==> config.mk <==
export PLATFORM = sky130hd
export DESIGN_NAME = slc_ctrl
export DESIGN_NICKNAME = d
export VERILOG_FILES = /design/src/hw/rtl/assert_macros.svh /design/src/hw/rtl/slc_pkg.sv /design/src/hw/rtl/slc_ctrl.sv
export SDC_FILE = /design/constraint.sdc
export NUM_CORES = 1
export LEC_CHECK = 0
export BUFFER_PORTS_ARGS = -buffer_cell sky130_fd_sc_hd__buf_2
export CAP_MARGIN = 20
export CORE_AREA = 2 2 40 42
export DETAILED_ROUTE_END_ITERATION = 8
export DIE_AREA = 0 0 42 44
export PLACE_DENSITY = 0.72
export RECOVER_POWER = 25
export SETUP_SLACK_MARGIN = 0.1
export SYNTH_ARGS = -nofsm -noshare
export SYNTH_HDL_FRONTEND = slang
export SYNTH_SLANG_ARGS = --single-unit
==> constraint.sdc <==
create_clock -name clk -period 1.5 [get_ports clk]
set_input_delay 0.3 -clock clk [delete_from_list [all_inputs] [get_ports clk]]
set_output_delay 0.3 -clock clk [all_outputs]
set_load 0.01 [all_outputs]
==> src/hw/rtl/assert_macros.svh <==
// Assertion helpers shared by the RTL.
`ifndef ASSERT_MACROS_SVH
`define ASSERT_MACROS_SVH
// Implication checked on every clock edge outside reset.
`define ASSERT_IMPL(label, clk, rst_n, ante, cons, msg) \
	label: assert property (@(posedge clk) disable iff (!rst_n) (ante) |-> (cons)) \
		else $error(msg);
// Next-cycle implication.
`define ASSERT_NEXT(label, clk, rst_n, ante, cons, msg) \
	label: assert property (@(posedge clk) disable iff (!rst_n) (ante) |=> (cons)) \
		else $error(msg);
`endif

==> src/hw/rtl/slc_pkg.sv <==
package slc_pkg;
	localparam int MemoryBytes = 16384;
	localparam int LineWidth = 256;
	localparam int SpriteSlots = 64;
	localparam int SpritesPerLine = 8;
	localparam int AddrW = 14;
	localparam int ColW = 8;
	localparam int PixW = 7;
	localparam logic [7:0] EndMark = 8'd208;
	localparam logic [7:0] YWrap = 8'd240;
	localparam logic [6:0] SpriteMark = 7'h50;

	typedef enum logic [1:0] {
		ACT_WR_MEM = 2'd0,
		ACT_WR_PIX = 2'd1,
		ACT_RENDER = 2'd2,
		ACT_RD_PIX = 2'd3
	} action_t;

	typedef enum logic [2:0] {
		CFG_PAGE = 3'd0,
		CFG_TALL = 3'd1,
		CFG_ZOOM = 3'd2,
		CFG_SHIFT = 3'd3,
		CFG_PHIGH = 3'd4,
		CFG_LIMIT = 3'd5
	} cfg_index_t;

	typedef enum logic [3:0] {
		ST_IDLE,
		ST_MEMOP,
		ST_RDWAIT,
		ST_YREAD,
		ST_YWAIT,
		ST_XREAD,
		ST_NREAD,
		ST_NWAIT,
		ST_PREAD,
		ST_PWAIT,
		ST_PIXRD,
		ST_PIXWR,
		ST_DONE,
		ST_OUT
	} state_t;

	// controller to datapath
	typedef struct packed {
		logic load;       // capture input item
		logic mem_op;     // memory write / pixel write / pixel read issue
		logic y_rd;       // issue Y read for current slot
		logic y_eval;     // evaluate Y byte
		logic x_rd;
		logic n_rd;
		logic n_cap;      // capture pattern number
		logic p_rd;       // issue pattern byte read (count in datapath)
		logic pix_rd;     // issue line buffer read for current pixel
		logic pix_wr;     // merge and write pixel, advance
		logic next_slot;
		logic out_load;   // load result register
	} cmd_t;

	// datapath to controller
	typedef struct packed {
		logic is_render;
		logic slot_last;
		logic end_mark;
		logic y_hit;
		logic limit_hit;
		logic p_last;
		logic pix_none;   // no pixel left to draw
		logic pix_last;
	} status_t;
endpackage

==> src/hw/rtl/slc_ctrl.sv <==
module slc_ctrl
	import slc_pkg::*;
(
	input  logic    clk,
	input  logic    arst_n,
	input  logic    in_fire,
	input  logic    out_valid,
	input  logic    out_stall,
	input  status_t st,
	output cmd_t    cmd,
	output logic    busy
);
	state_t state_q, state_d;

	always_ff @(posedge clk or negedge arst_n) begin
		if (!arst_n) state_q <= ST_IDLE;
		else state_q <= state_d;
	end

	always_comb begin
		state_d = state_q;
		case (state_q)
			ST_IDLE: if (in_fire) state_d = ST_MEMOP;
			ST_MEMOP: state_d = st.is_render ? ST_YREAD : ST_RDWAIT;
			ST_RDWAIT: state_d = ST_DONE;
			ST_YREAD: state_d = ST_YWAIT;
			ST_YWAIT: begin
				if (st.end_mark) state_d = ST_DONE;
				else if (!st.y_hit) state_d = st.slot_last ? ST_DONE : ST_YREAD;
				else if (st.limit_hit) state_d = ST_DONE;
				else state_d = ST_XREAD;
			end
			ST_XREAD: state_d = ST_NREAD;
			ST_NREAD: state_d = ST_NWAIT;
			ST_NWAIT: state_d = ST_PREAD;
			ST_PREAD: if (st.p_last) state_d = ST_PWAIT;
			ST_PWAIT: state_d = st.pix_none ? (st.slot_last ? ST_DONE : ST_YREAD) : ST_PIXRD;
			ST_PIXRD: state_d = ST_PIXWR;
			ST_PIXWR: begin
				if (!st.pix_last) state_d = ST_PIXRD;
				else state_d = st.slot_last ? ST_DONE : ST_YREAD;
			end
			ST_DONE: state_d = ST_OUT;
			ST_OUT: if (!out_valid || !out_stall) state_d = ST_IDLE;
			default: state_d = ST_IDLE;
		endcase
	end

	always_comb begin
		cmd = '0;
		case (state_q)
			ST_IDLE: cmd.load = in_fire;
			ST_MEMOP: cmd.mem_op = 1'b1;
			ST_YREAD: cmd.y_rd = 1'b1;
			ST_YWAIT: begin
				cmd.y_eval = 1'b1;
				cmd.next_slot = !st.end_mark && !st.y_hit;
			end
			ST_XREAD: cmd.x_rd = 1'b1;
			ST_NREAD: cmd.n_rd = 1'b1;
			ST_NWAIT: cmd.n_cap = 1'b1;
			ST_PREAD: cmd.p_rd = 1'b1;
			ST_PWAIT: cmd.next_slot = st.pix_none;
			ST_PIXRD: cmd.pix_rd = 1'b1;
			ST_PIXWR: begin
				cmd.pix_wr = 1'b1;
				cmd.next_slot = st.pix_last;
			end
			ST_OUT: cmd.out_load = !out_valid || !out_stall;
			default: cmd = '0;
		endcase
	end

	assign busy = state_q != ST_IDLE;
endmodule

==> reports/summary.txt, run 1 <==
STATUS
----------------------------------------------------------------------------------
Result of the run                                                     complete, but fails checks
Violated checks                                                       setup timing

STA
----------------------------------------------------------------------------------
Transition at the pin with the smallest max-transition slack                314 ps
Setup repair after global routing missed its margin                            yes
Worst slew margin relative to its limit                                      78.9%
Shortest clock period the worst path allows after layout                   1890 ps
Count of final hold-check violations                                             0
Count of final max-slew check failures                                           0
Final worst-path cycle share                                                  126%
Highest clock frequency the design can meet                                529 MHz
Final WS setup                                                             -390 ps
Clock Skews                                                                7.06 ps
Total of endpoints with negative setup slack in the final report                17

GRT
----------------------------------------------------------------------------------
Global-route wire length before repair                                     3080 µm
GRT Total Usage                                                              22.3%
Busiest layer in global routing                                               met2
Antenna violations before repair                                                 0
Met2 demand-to-capacity share in global routing                              38.1%
Global routing usage on met1                                                 25.3%
Number of global-route vias before repair                                      706
Sum of overflow across all layers after global routing                           0
Met3 demand-to-capacity share in global routing                              6.67%
Maximum number of pins on one net before global-route repair                    11

DIE
----------------------------------------------------------------------------------
Die footprint                                                          0.00185 mm²
Initial core utilization                                                     36.9%
Die Span X                                                                   42 µm
Site Rows                                                                       14
Core region area                                                       0.00142 mm²
Floorplan die height                                                         44 µm
Number of top-level pins                                                        26

YOSYS
----------------------------------------------------------------------------------
Syn Inst Count                                                                  73
Simple-Gate Fraction of Synth Area                                           37.2%
Area share of the leading cell type in the synthesized netlist               19.1%
Distinct cells, synth                                                           31
Average size of a mapped cell                                             7.18 µm²
Share of flip-flops with an asynchronous set or reset                         100%
Number of synthesized flops with an enable pin                                   0
Share of cell area taken by muxes after synthesis                            3.82%
Top FF cell, synth                                                         dfrtp_1
Net count of the mapped netlist                                                 86
Compound-Gate Fraction of Synth Area                                         27.4%
Fraction of the mapped netlist area in adder cells                              0%
Post-Syn Area                                                              524 µm²
Xor-xnor portion of the synthesized cell area                                   0%
Sequential element share of the synthesized area                             19.1%
Number of warnings reported in the yosys synthesis log                           0
Synth top area cells                                                  dfrtp_1 (19%), a21oi_1 (5.7%), o21ai_1 (5.7%)
Cell type contributing the most total cell area after synthesis            dfrtp_1
Dominant combinational cell family by area after synthesis            simple AND/OR/NAND/NOR gates
Cell with the most instances after synthesis                                nor2_1
Synth Register Bits                                                              4
Cell types with the highest counts after synthesis                    nor2_1 (8), a21oi_1 (6), o21ai_1 (6)

CRITICAL PATH
----------------------------------------------------------------------------------
Crit path max-delay cell type                                              dfrtp_1
Delay contributed by the slowest stage of the critical path                 370 ps
Most common cell type on the critical path                                   or3_4
WP data arrival                                                            1590 ps
Cell Chain, Critical Path                                             nand2b_4 > or3_4 > or3_4 > nand2_2 > buf_6
Peak fanout along the critical path                                              2
Crit end category                                                      output port
Sort of element at the start of the critical path                        flip-flop
Endpoint required time on the critical path                                1200 ps
Crit Path Class                                                            reg2out

PWR
----------------------------------------------------------------------------------
Leakage Power                                                             0.512 nW
Worst ir drop on vdd                                                      0.998 mV
Areal power density over the cells                                     1910 mW/mm²
Total Power Consumption                                                    1.98 mW

CTS
----------------------------------------------------------------------------------
Reg clk slew, reported paths                                                 40 ps
CTS buffer count                                                                 3
H-tree level count                                                               1
Clk sinks                                                                        4
CTS tree                                                                       yes
Clock root cell                                                           clkbuf_4
Clock buffer depth                                                               2
Clk_lat worst skew                                                          250 ps

DRT
----------------------------------------------------------------------------------
Via count normalized by instance count                                        5.68
Wire per inst                                                              15.5 µm
First-pass iteration count of the detailed router                                4
Remaining number of nets flagged by the antenna check after routing              0
DRT iter0 DRCs                                                                   6
Vias                                                                           806
Post-route DRC                                                                   0
DRT Wirelength                                                             2210 µm

LAYOUT
----------------------------------------------------------------------------------
Count of nets after finishing                                                  141
Number of diodes                                                                 0
Fill cell count                                                                114
Max FFs per register                                                             4
Top flop regs                                                          state_q (4)
Share of post-route cells with drive strength above 1                        61.1%
Final instance area                                                    0.00104 mm²
Layout overhead on the synthesized area                                      97.6%
Largest register by flop count                                             state_q

PLACED DESIGN
----------------------------------------------------------------------------------
Cell Area, Placed                                                          811 µm²
Dpl hpwl                                                                   1320 µm
Count of buffers from port buffering                                            25
Routability congestion estimate                                              0.857

MIN PATH
----------------------------------------------------------------------------------
Worst hold-check path type                                                in2async

JOB
----------------------------------------------------------------------------------
Max Cap Violations                                                               0

## path summary, 6_finish.rpt
check	end	depth (start not counted)	slack (ps)	from
setup reg to reg	state_q[0]$_DFFE_PN0P_	8	-250	state_q[0]$_DFFE_PN0P_
hold reg to reg	state_q[1]$_DFFE_PN0P_	3	860	state_q[0]$_DFFE_PN0P_
hold / removal	state_q[1]$_DFFE_PN0P_	2	430	arst_n
max in group asynchronous	state_q[2]$_DFFE_PN0P_	2	850	arst_n
setup / recovery	cmd[1]	5	-390	state_q[3]$_DFFE_PN0P_
min in group clk	state_q[3]$_DFFE_PN0P_	4	450	st[3]
## layer usage
metal	share of wire (%)	wire, µm
met5	0	0
met4	1.9	41
met3	4.6	102
met2	54	1180
met1	40	879
## final cells by class
type | instances | area (µm²) | area share (%)
well taps | 16 | 20.0 | 1.93
flip-flops and latches | 4 | 101 | 9.78
clock buffers | 3 | 22.5 | 2.17
repair buffers | 58 | 438 | 42.3
inverters | 4 | 15.0 | 1.45
multi-input cells | 57 | 439 | 42.4
## power by group
part           internal [mW]  switching (mW)  total, mW  leakage (nW)
Sequential             0.164          0.0560      0.220        0.0468
Combinational          0.890           0.731       1.62         0.451
Clock                 0.0900          0.0522      0.142        0.0138
## layout by cell type, fill, tap and decap left out, drive strengths merged
cell	instances
a211oi	1
a21boi	1
a21oi	6
a221o	1
a31oi	1
buf	56
clkbuf	4
clkinv	1
dfrtp	4
dlygate4sd3	1
inv	3
mux2i	2
nand2	5
nand2b	4
nand3b	1
nand4b	1
nor2	8
nor2b	2
nor3	3
nor4	1
o21ai	7
o221ai	1
o22ai	1
o2bb2ai	1
o31a	2
or3	2
or3b	1
or4	4
or4b	1
## logic make-up (layout without fill, tap and decap cells)
| group | Yosys count | in the layout |
|---|---|---|
| AO/OA/AOI/OAI | 22 | 22 |
| flip-flops | 4 | 4 |
| AND/OR/NAND/NOR | 33 | 33 |
| multiplexers | 2 | 2 |
| buffers and inverters | 12 | 65 |
## critical path: cells and delay by family, from the launching register on
kind                   cells  cell delay [ps]
flip-flops                 1              370
buffers and inverters      1               90
AND/OR/NAND/NOR            4              890
## stage by stage
step / setup TNS [ps] / std cells / hold WS [ps] / worst slack, ps / utilization, %
after floorplan: -230 / 73 / 4.41 / -182 / -
final: -3450 / 142 / 431 / -390 / 73.0
after CTS: -2830 / 136 / 395 / -390 / 66.5
after global routing: -4420 / 142 / 466 / -426 / 73.0
after global placement: -518 / 128 / 106 / -130 / 57.1
after detailed placement: -657 / 128 / 111 / -155 / 57.1
## timing repair
| action | in CTS | in global routing |
|---|---|---|
| setup buffers | 5 | 7 |
| setup endpoints to repair | 17 | 17 |
| pin swaps | 5 | 9 |
| resized for setup | 13 | 13 |
| endpoints found under the hold margin | 4 | 0 |
| hold buffers | 1 | 0 |
| cloned | 0 | 0 |
Power figures use the tool's default switching activity.
==> inputs of run 2 (changes only) <==
--- a/config.mk
+++ b/config.mk
@@ -5,6 +5,7 @@
 export SDC_FILE = /design/constraint.sdc
 export NUM_CORES = 1
 export LEC_CHECK = 0
+export ABC_AREA = 1
 export BUFFER_PORTS_ARGS = -buffer_cell sky130_fd_sc_hd__buf_2
 export CAP_MARGIN = 20
 export CORE_AREA = 2 2 40 42
==> reports/summary.txt, run 2 <==
JOB
----------------------------------------------------------------------------------
Max Cap Violations                                                               0

PWR
----------------------------------------------------------------------------------
Share of power burned in the clock network                                    7.8%
Share of total power in sequential cells                                     17.4%
Total Power Consumption                                                    1.65 mW
Worst ir drop on vdd                                                       1.01 mV
Combinational Power Share                                                    74.9%
Leakage Power                                                             0.535 nW
Total net switching power                                                 0.827 mW
Areal power density over the cells                                     1830 mW/mm²
Switching part of the total                                                  50.2%
Internal power contribution                                               0.820 mW

LAYOUT
----------------------------------------------------------------------------------
Top flop regs                                                          state_q (4)
Most common library cell in the layout ignoring fill and taps              nand2_1
Largest register by flop count                                             state_q
Finished Layout Cells                                                          161
Layout overhead on the synthesized area                                      69.8%
Share of post-route cells with drive strength above 1                        48.3%
Count of nets after finishing                                                  160
Number of diodes                                                                 0
Max FFs per register                                                             4
Core Util, Final                                                             63.5%
Most frequent cells in the layout                                     nand2_1 (29), buf_2 (22), inv_1 (16), nor2_1 (13), buf_4 (9)

CRITICAL PATH
----------------------------------------------------------------------------------
Delay contributed by the slowest stage of the critical path                 430 ps
Crit path max-delay cell type                                              dfrtp_2
Peak fanout along the critical path                                              4
Buffering stage count on the worst path with inverters included                  3
Worst-case register-to-register setup slack                                 140 ps
Endpoint required time on the critical path                                1200 ps
Crit Path Class                                                            reg2out
WP data arrival                                                            1280 ps
Crit path max-delay family                                              flip-flops
Cell Chain, Critical Path                                             inv_2 > nand2_2 > buf_6 > a211oi_2 > buf_2
Crit end category                                                      output port
Sort of element at the start of the critical path                        flip-flop

STA
----------------------------------------------------------------------------------
Count of final max-slew check failures                                           0
Highest clock frequency the design can meet                                633 MHz
Worst slew margin relative to its limit                                      82.6%
Count of final hold-check violations                                             0
Clock Skews                                                                3.86 ps
Final worst-path cycle share                                                  105%
Final WS setup                                                            -80.2 ps
Shortest clock period the worst path allows after layout                   1580 ps
Total of endpoints with negative setup slack in the final report                 9
Setup repair after global routing missed its margin                            yes
Transition at the pin with the smallest max-transition slack                261 ps

PLACED DESIGN
----------------------------------------------------------------------------------
Dpl hpwl                                                                   1210 µm
Routability congestion estimate                                              0.901
Count of buffers from port buffering                                            25
Placed cell count                                                              147

DRT
----------------------------------------------------------------------------------
Post-route DRC                                                                   0
Wire per inst                                                              10.9 µm
DRT Wirelength                                                             1750 µm
Remaining number of nets flagged by the antenna check after routing              0
Via count normalized by instance count                                        5.01
First-pass iteration count of the detailed router                                4
Vias                                                                           807
DRT iter0 DRCs                                                                  24

CTS
----------------------------------------------------------------------------------
Reg clk slew, reported paths                                                 40 ps
H-tree level count                                                               1
CTS buffer count                                                                 3
CTS tree                                                                       yes
Clk_lat worst skew                                                          230 ps
Clock buffer depth                                                               2
Clk sinks                                                                        4
Clock root cell                                                           clkbuf_4

YOSYS
----------------------------------------------------------------------------------
Cell with the most instances after synthesis                               nand2_1
Synth top area cells                                                  nand2_1 (25%), dfrtp_1 (19%), inv_1 (16%)
Number of synthesized flops with an enable pin                                   0
Sequential element share of the synthesized area                             18.9%
Cell type contributing the most total cell area after synthesis            nand2_1
Distinct cells, synth                                                           14
Synth Register Bits                                                              4
Top FF cell, synth                                                         dfrtp_1
Net count of the mapped netlist                                                115
Area share of the leading cell type in the synthesized netlist               24.8%
Cell types with the highest counts after synthesis                    nand2_1 (35), inv_1 (23), nor2_1 (17)
Syn Inst Count                                                                 102
Share of flip-flops with an asynchronous set or reset                         100%
Number of warnings reported in the yosys synthesis log                           0
Post-Syn Area                                                              531 µm²
Average size of a mapped cell                                             5.20 µm²

DIE
----------------------------------------------------------------------------------
Site Rows                                                                       14
Initial core utilization                                                     37.4%
Die Span X                                                                   42 µm
Floorplan die height                                                         44 µm
Die footprint                                                          0.00185 mm²
Core region area                                                       0.00142 mm²
Number of top-level pins                                                        26

STATUS
----------------------------------------------------------------------------------
Violated checks                                                       setup timing
Result of the run                                                     complete, but fails checks

GRT
----------------------------------------------------------------------------------
GRT Total Usage                                                              18.1%
Global-route wire length before repair                                     2530 µm
Sum of overflow across all layers after global routing                           0
Maximum number of pins on one net before global-route repair                     7
Number of global-route vias before repair                                      628
Antenna violations before repair                                                 0

MIN PATH
----------------------------------------------------------------------------------
Worst hold-check path type                                                  in2reg

run 2: path summary, 6_finish.rpt:
check,end,cells after the start,startpoint
setup / recovery,cmd[0],5,state_q[1]$_DFFE_PN0P_
hold / removal,state_q[0]$_DFFE_PN0P_,3,out_stall
setup reg to reg,state_q[3]$_DFFE_PN0P_,11,state_q[1]$_DFFE_PN0P_
hold reg to reg,state_q[0]$_DFFE_PN0P_,4,state_q[3]$_DFFE_PN0P_
max in group asynchronous,state_q[3]$_DFFE_PN0P_,2,arst_n
min in group asynchronous,state_q[0]$_DFFE_PN0P_,2,arst_n
run 2: cell type report:
cell class | count | area [µm²]
Fill cell | 130 | 518
Multi-Input combinational cell | 75 | 394
Sequential cell | 4 | 105
Inverter | 23 | 88.8
Clock buffer | 3 | 22.5
Timing Repair Buffer | 40 | 270
Tap cell | 16 | 20.0
run 2: logic make-up (layout without fill, tap and decap cells):
kind of cell,after synthesis,after routing,synth area share (%)
buf+inv,23,66,16.3
compound gates,6,6,7.07
simple gates,69,69,57.8
flops,4,4,18.9
run 2: per-layer routing:
| metal | share of wire [%] | routed length [µm] | track usage (%) |
|---|---|---|---|
| met5 | 0 | 0 | 0 |
| met4 | 3.3 | 58 | 8.39 |
| met3 | 8.3 | 146 | 3.75 |
| met2 | 50 | 866 | 31.9 |
| met1 | 39 | 677 | 21.2 |
run 2: through the flow:
stage                     worst slack (ps)  TNS, ps  hold WS [ps]  cell area (µm²)
after global routing                  -155    -1090           382              901
after detailed placement              55.1        0           108              706
after global placement                94.7        0           108              706
final                                -80.2     -385           358              901
after floorplan                        184        0          4.41              531
after CTS                            -83.6     -436           354              810
run 2: power by group through the flow:
stage	Clock [mW]	Combinational [mW]	Sequential [mW]
6_report	0.128	1.23	0.286
5_1_grt	0.140	1.34	0.294
4_1_cts	0.135	0.999	0.262
3_5_place_dp	0	0.866	0.245
3_3_place_gp	0	0.861	0.239
2_1_floorplan	0	0.571	0.230
run 2: repair_timing:
item                       in CTS  in global routing
hold endpoints to repair        4                  0
buffers inserted                5                  5
setup endpoints to repair      13                 16
resized for setup              14                 20
hold buffers                    1                  0
pin swaps                       5                  4
run 2: worst reg2reg max path: stages (launching register included):
cell	delay, ps
dfrtp_2	430
buf_4	150
nand2_2	80
buf_6	110
nor2_4	40
buf_4	130
nand2_1	50
nand2_1	50
inv_1	50
nand3_2	50
nand2_1	60
nand2_1	40
